<file path="src/rtl/av_sync_pkg.sv">
// av_sync_pkg: shared types and operation codes for the a/v sync media clock
// no dependencies; imported by av_sync_media_clock
`default_nettype none

package av_sync_pkg;

    localparam int unsigned STAMP_W = 64;

    typedef logic signed [STAMP_W-1:0] stamp_t;

    // operation codes carried by each input transfer; code 3 is unused
    typedef enum logic [1:0] {
        OP_AUDIO   = 2'd0,
        OP_VIDEO   = 2'd1,
        OP_RESTART = 2'd2
    } op_t;

    localparam stamp_t STAMP_UNSET = '0;

endpackage

`default_nettype wire

</file>
<file path="src/rtl/av_sync_media_clock.sv">
// av_sync_media_clock: a/v presentation sync clock, one transfer per cycle while not stalled
// depends on av_sync_pkg (stamp and opcode types)
`default_nettype none

// Audio/video presentation sync clock. Each input transfer carries an opcode
// (audio timestamp update, video timestamp update or clock restart), the
// frame timestamp and the current wall time, all in microseconds. Each input
// transfer gives exactly one output transfer: the signed lead of the frame
// over the media clock (delay_us) and the last audio timestamp seen
// (audio_position_us). The first timestamp of either stream anchors the base
// time (now - stamp); when the other stream starts later with a larger first
// stamp the base is pulled back by the difference. A base of zero counts as
// unset, and a last audio stamp of zero counts as no audio. Restart clears all
// state and reports zeros; the unused opcode reports a zero delay and leaves
// the state alone. All arithmetic wraps modulo 2^64, compares are signed.
// Timing: an accepted transfer is held in the input register, and its result
// goes into the output register once that register is free; throughput is one
// transfer per cycle while out_stall stays low. The state update and the result
// come from one pass of 64-bit subtract/compare logic behind the input register.
module av_sync_media_clock (
    input  wire logic                clk,
    input  wire logic                rst_n,
    // input channel
    input  wire logic                in_valid,
    output      logic                in_stall,
    input  wire logic [1:0]          opcode,
    input  wire av_sync_pkg::stamp_t timestamp_us,
    input  wire av_sync_pkg::stamp_t now_us,
    // output channel
    output      logic                out_valid,
    input  wire logic                out_stall,
    output      av_sync_pkg::stamp_t delay_us,
    output      av_sync_pkg::stamp_t audio_position_us
);
    import av_sync_pkg::*;

    // input register
    logic       s1_valid_reg;
    logic [1:0] s1_op_reg;
    stamp_t     s1_ts_reg;
    stamp_t     s1_now_reg;

    // clock state
    logic   audio_started_reg, audio_started_next;
    logic   video_started_reg, video_started_next;
    stamp_t last_audio_reg,    last_audio_next;
    stamp_t first_audio_reg,   first_audio_next;
    stamp_t first_video_reg,   first_video_next;
    stamp_t base_reg,          base_next;

    // output register
    logic   out_valid_reg;
    stamp_t delay_reg,  delay_next;
    stamp_t pos_reg,    pos_next;

    logic   out_free;
    logic   s1_fire;
    logic   in_fire;
    stamp_t elapsed;      // now - base, the running media time
    stamp_t anchor;       // base for a first stamp when base is unset

    // handshake: output register takes a result when empty or being drained
    assign out_free = !out_valid_reg || !out_stall;
    assign s1_fire  = s1_valid_reg && out_free;
    assign in_stall = s1_valid_reg && !out_free;
    assign in_fire  = in_valid && !in_stall;

    assign elapsed = s1_now_reg - base_reg;
    assign anchor  = s1_now_reg - s1_ts_reg;

    // one pass: state update and result for the item in the input register
    always_comb
    begin
        audio_started_next = audio_started_reg;
        video_started_next = video_started_reg;
        last_audio_next    = last_audio_reg;
        first_audio_next   = first_audio_reg;
        first_video_next   = first_video_reg;
        base_next          = base_reg;
        delay_next         = '0;
        pos_next           = last_audio_reg;
        case (s1_op_reg)
            OP_AUDIO:
            begin
                last_audio_next = s1_ts_reg;
                pos_next        = s1_ts_reg;
                if (!audio_started_reg)
                begin
                    // first audio stamp: media time equals the stamp, lead is zero
                    audio_started_next = 1'b1;
                    first_audio_next   = s1_ts_reg;
                    if (base_reg == STAMP_UNSET)
                        base_next = anchor;
                    else if (s1_ts_reg > first_video_reg)
                        base_next = base_reg - (s1_ts_reg - first_video_reg);
                end
                else
                begin
                    delay_next = s1_ts_reg - elapsed;
                end
            end
            OP_VIDEO:
            begin
                if (!video_started_reg)
                begin
                    video_started_next = 1'b1;
                    first_video_next   = s1_ts_reg;
                    if (base_reg == STAMP_UNSET)
                        base_next = anchor;
                    else if (s1_ts_reg > first_audio_reg)
                        base_next = base_reg - (s1_ts_reg - first_audio_reg);
                end
                // prefer the audio stamp as reference, else the media time after the first video
                if (last_audio_reg != STAMP_UNSET)
                    delay_next = s1_ts_reg - last_audio_reg;
                else if (video_started_reg)
                    delay_next = s1_ts_reg - elapsed;
                else
                    delay_next = '0;
            end
            OP_RESTART:
            begin
                audio_started_next = 1'b0;
                video_started_next = 1'b0;
                last_audio_next    = '0;
                first_audio_next   = '0;
                first_video_next   = '0;
                base_next          = STAMP_UNSET;
                pos_next           = '0;
            end
            default:
            begin
                delay_next = '0;
            end
        endcase
    end

    // control registers
    always_ff @(posedge clk or negedge rst_n)
    begin
        if (!rst_n)
        begin
            s1_valid_reg      <= 1'b0;
            out_valid_reg     <= 1'b0;
            audio_started_reg <= 1'b0;
            video_started_reg <= 1'b0;
            last_audio_reg    <= '0;
            first_audio_reg   <= '0;
            first_video_reg   <= '0;
            base_reg          <= STAMP_UNSET;
        end
        else
        begin
            if (in_fire)
                s1_valid_reg <= 1'b1;
            else if (s1_fire)
                s1_valid_reg <= 1'b0;

            if (s1_fire)
                out_valid_reg <= 1'b1;
            else if (!out_stall)
                out_valid_reg <= 1'b0;

            if (s1_fire)
            begin
                audio_started_reg <= audio_started_next;
                video_started_reg <= video_started_next;
                last_audio_reg    <= last_audio_next;
                first_audio_reg   <= first_audio_next;
                first_video_reg   <= first_video_next;
                base_reg          <= base_next;
            end
        end
    end

    // payload registers
    always_ff @(posedge clk)
    begin
        if (in_fire)
        begin
            s1_op_reg  <= opcode;
            s1_ts_reg  <= timestamp_us;
            s1_now_reg <= now_us;
        end
        if (s1_fire)
        begin
            delay_reg <= delay_next;
            pos_reg   <= pos_next;
        end
    end

    assign out_valid         = out_valid_reg;
    assign delay_us          = delay_reg;
    assign audio_position_us = pos_reg;

    // restart result is all zeros and leaves both streams unstarted
    a_restart_clears: assert property (@(posedge clk) disable iff (!rst_n)
        (s1_fire && s1_op_reg == OP_RESTART) |=>
            (out_valid && delay_us == '0 && audio_position_us == '0
             && !audio_started_reg && !video_started_reg && base_reg == STAMP_UNSET))
        else $error("restart did not clear clock state");

    // an audio transfer marks audio started and reports its own stamp
    a_audio_position: assert property (@(posedge clk) disable iff (!rst_n)
        (s1_fire && s1_op_reg == OP_AUDIO) |=>
            (audio_started_reg && audio_position_us == last_audio_reg))
        else $error("audio position does not track last audio stamp");

    // the input register never drops an item while the output is blocked
    a_hold_input: assert property (@(posedge clk) disable iff (!rst_n)
        (s1_valid_reg && !out_free) |=> s1_valid_reg)
        else $error("pending item lost while output stalled");

endmodule

`default_nettype wire

</file>
<file path="config.mk">
export PLATFORM = sky130hd
export DESIGN_NAME = av_sync_media_clock
export DESIGN_NICKNAME = d
export VERILOG_FILES = /design/src/rtl/av_sync_pkg.sv /design/src/rtl/av_sync_media_clock.sv
export SDC_FILE = /design/constraint.sdc
export NUM_CORES = 2
export LEC_CHECK = 0
export ABC_CLOCK_PERIOD_IN_PS = 5200
export BUFFER_PORTS_ARGS = -buffer_cell sky130_fd_sc_hd__buf_2
export CAP_MARGIN = 20
export CORE_ASPECT_RATIO = 1.4
export CORE_MARGIN = 4
export CORE_UTILIZATION = 25
export CTS_CLUSTER_SIZE = 10
export DETAILED_ROUTE_END_ITERATION = 6
export PLACE_DENSITY = 0.39
export SYNTH_ARGS = -nofsm -noshare
export SYNTH_HDL_FRONTEND = slang
export SYNTH_SLANG_ARGS = --single-unit
</file>
<file path="constraint.sdc">
create_clock -name clk -period 5.2 [get_ports clk]
set_clock_uncertainty 0.1 [all_clocks]
set_input_delay 0.52 -clock clk [delete_from_list [all_inputs] [get_ports clk]]
set_output_delay 0.52 -clock clk [all_outputs]
set_load 0.01 [all_outputs]
</file>
==> flow_summary.ini <==
[logic_synthesis]
synth_compound_area_share_pct = 22.95
synthArstFlopShare_pct = 50.19
yosys.area_share.adder_pct = 22.12
yosys.area.top_type = edfxtp_1
synth_seq_cells = 518
syn_inst = 5806
synth_top_family_by_area = compound AO/OA/AOI/OAI gates
ys_types = 86
netlist_area_um2 = 49700
ys_top_cells_by_area = edfxtp_1 16%, ha_1 14%, dfrtp_1 13%
yosysWarnings = 0
synth.top_cell.area_share_pct = 15.59
synthSimpleGateAreaFrac_pct = 12.99
synth-xor-area-share_pct = 5.093
synth_fp_nets = 6704
syn_area_per_cell_um2 = 8.560
synthMuxAreaShare_pct = 0.3575
ys_seq_area_share_pct = 28.68
synth_edf_count = 258
synthFlopType = dfrtp_1

[timing]
hold_violations = 0
setup_viol = 0
fmax_ghz = 0.1977
fin_crit_sh_pct = 97.29
setup_total_negative_slack_ns = 0
worstMarginPinSlew_ns = 1.206
period_needed_ns = 5.059
max_slew_margin_pct = 18.93
maxSlewViolCount = 0
rsz0062_at_grt = no

[pwr]
p_per_area_nw_per_um2 = 615.7
switchingPower_uw = 19050
power_frac_seq_pct = 16.8
intPower_uw = 17410
p_total_uw = 36460
p_sw_share_pct = 52.25
p_clk_share_pct = 13.8
p_leak_uw = 0.02710
ir_drop_mv = 0.2628
pwr-share-comb_pct = 69.4

[grt]
grt_util_all_layers_pct = 22.95
grt_pass1_wl_um = 339700
grt_overflow_total = 0
grt_max_degree = 129
grt_pass1_vias = 47210
antenna_found_initial = 8

[setup_path]
cp-end-kind = flip-flop
path_common_cell = buf_4
critPathMaxFanout = 8
worstSetupPathType = flip-flop to flip-flop
arrival_ns = 5.55
reg2reg_slack_ns = 0.14
start_kind = flip-flop
r2r_end = base_reg[62]
worst_path_max_delay_cell = fa_1
critPathMaxStageDelay_ns = 0.68
cp_data_required_time_ns = 5.69
r2r_start = s1_ts_reg[21]
ff2ff_path_depth = 18
cp_cell_sequence = buf_12 > buf_4 > fa_1 > inv_1 > ha_1 > nand2_1 > a2111oi_2 > nand4_1 > a31oi_1 > nand4_1 > buf_4 > nand3b_1 > a21oi_1 > o31ai_1 > buf_4 > xor2_1 > o221ai_1 > o32ai_1

[clocking]
root_buffer = clkbuf_16
clock_path_buffers = 3
clk_pin_slew_worst_paths_ns = 0.06
cts_tree = yes
clk_latency_ns = 0.72
cts.sinks = 518
cts_buffers = 71
htreeDepth = 3

[routing]
via_per_inst = 5.087
vias = 45600
drcViolationCount = 0
wirelength_um = 242200
dr.pass1.iters = 6
wl_per_cell_um = 27.02
first_iter_violations = 2960
drtAntennaViolNets = 0

[placed_design]
io_buffers = 263
place_area_um2 = 55510
placedCellCount = 8699
gp_congestion = 0.9230
hpwl_um = 202300

[run_status]
status = complete, no violations

[die]
core_um2 = 197500
start_util_pct = 25.16
io_pins = 264
dieHeight_um = 535.6
dieArea_um2 = 206100
num_rows = 193
die_x_um = 384.8

[run]
drv_cap = 0

[finish]
final_common_cell = inv_1
drive_gt1_share_pct = 10.95
nNetsFinal = 7174
fin_cells = 8964
n_fill_cell = 21440
syn2layout_area_growth_pct = 19.17
design_area_um2 = 59230
final_cell_mix = 770 x inv_1, 618 x nand2_1, 570 x ha_1

[min_path]
hp-class = primary input to asynchronous set/reset pin
[worst max-delay path, delay by kind of cell (launching register included)]
family | cells | cell delay, ns
and+or+nand+nor | 4 | 0.68
AOI/OAI and AO/OA | 6 | 1.73
adders and majority gates | 2 | 1.12
buffers and inverters | 5 | 0.77
DFF | 1 | 0.41
xor gates and xnor gates | 1 | 0.14
[metal layers]
layer	GRT usage [%]	wire (µm)	up-vias
met2	41.59	122600	1433
met3	2.313	9626	461
met1	25.70	92190	22430
met4	14.22	17790	0
met5	0	0	-
li1	-	-	21280
[repair_timing]
item | CTS | global route
pin swaps | 0 | 1
resized for setup | 3 | 14
setup buffers | 0 | 2
hold buffers | 133 | 0
endpoints found under the hold margin | 212 | 0
endpoints found under the setup margin | 5 | 14
[stage by stage]
step / worst slack [ns] / hold WS, ns / util (%)
after floorplan: 0.9360 / 0.1244 / -
after global placement: -0.1954 / 0.3715 / 28.10
after detailed placement: -0.1758 / 0.3941 / 28.10
after CTS: 0.01927 / 0.3629 / 29.94
after global routing: 0.0005236 / 0.4219 / 29.98
final: 0.1411 / 0.3390 / 29.98
[cell families (layout without fill, tap and decap cells)]
group	Yosys count	in the layout
AO/OA/AOI/OAI	1785	1785
adder cells (fa/ha/maj)	764	764
XOR/XNOR	289	289
other	0	5
flip-flops	518	518
multiplexers	17	17
buffers and inverters	1033	1554
AND/OR/NAND/NOR	1400	1400
[how the worst max path moves through the flow]
stage | cells past startpoint | slack [ns] | to | startpoint
after floorplan | 15 | 0.94 | base_reg[55] | s1_ts_reg[1]
after global placement | 17 | -0.20 | base_reg[56] | s1_ts_reg[0]
after detailed placement | 17 | -0.18 | base_reg[56] | s1_ts_reg[0]
after CTS | 17 | 0.02 | base_reg[61] | s1_ts_reg[10]
after global routing | 17 | 0.0005 | base_reg[56] | s1_ts_reg[0]
final | 18 | 0.14 | base_reg[62] | s1_ts_reg[21]
[Yosys cell counts, types with 9 or more instances]
cell,number
inv_1,771
a21o_1,193
nand3_1,106
nor3_1,57
a2111oi_0,9
nor2b_1,37
o22ai_1,70
o21a_1,31
nand2b_1,44
a221oi_1,23
a211o_1,9
a31o_2,9
a31oi_1,36
a211oi_1,51
o31ai_1,94
or4_1,9
xnor2_1,175
clkbuf_1,246
mux2i_1,11
a21boi_0,25
o2111ai_1,14
nor4_1,59
o41ai_1,10
o21bai_1,62
o221ai_1,15
and2_1,23
a41oi_1,16
o31a_1,9
and3_1,30
ha_1,573
or3_1,15
buf_1,10
a21oi_1,468
nand2_1,619
a22o_1,59
fa_1,191
and4_1,13
o21ai_0,447
dfrtp_1,260
o211ai_1,52
edfxtp_1,258
xor2_1,114
nand4_1,109
nor2_1,253
[power groups by stage]
stage	clock network (µW)	logic (µW)	registers, µW
6_report	5020	25300	6130
5_1_grt	5300	27600	6200
4_1_cts	5150	25300	6120
3_5_place_dp	0	25000	6180
3_3_place_gp	0	25100	6190
2_1_floorplan	0	16000	5850
[area by class of cell]
cell class / count / area, µm² / area share (%)
diodes: 5 / 12.51 / 0.02113
clock buffers: 101 / 2004 / 3.384
clock inverters: 23 / 275.3 / 0.4648
inverters: 771 / 2894 / 4.886
multi-input cells: 4255 / 31730 / 53.57
flip-flops and latches: 518 / 14250 / 24.07
well taps: 2632 / 3293 / 5.560
repair buffers: 659 / 4767 / 8.049
Note: power is estimated with default switching activity, not from simulation.
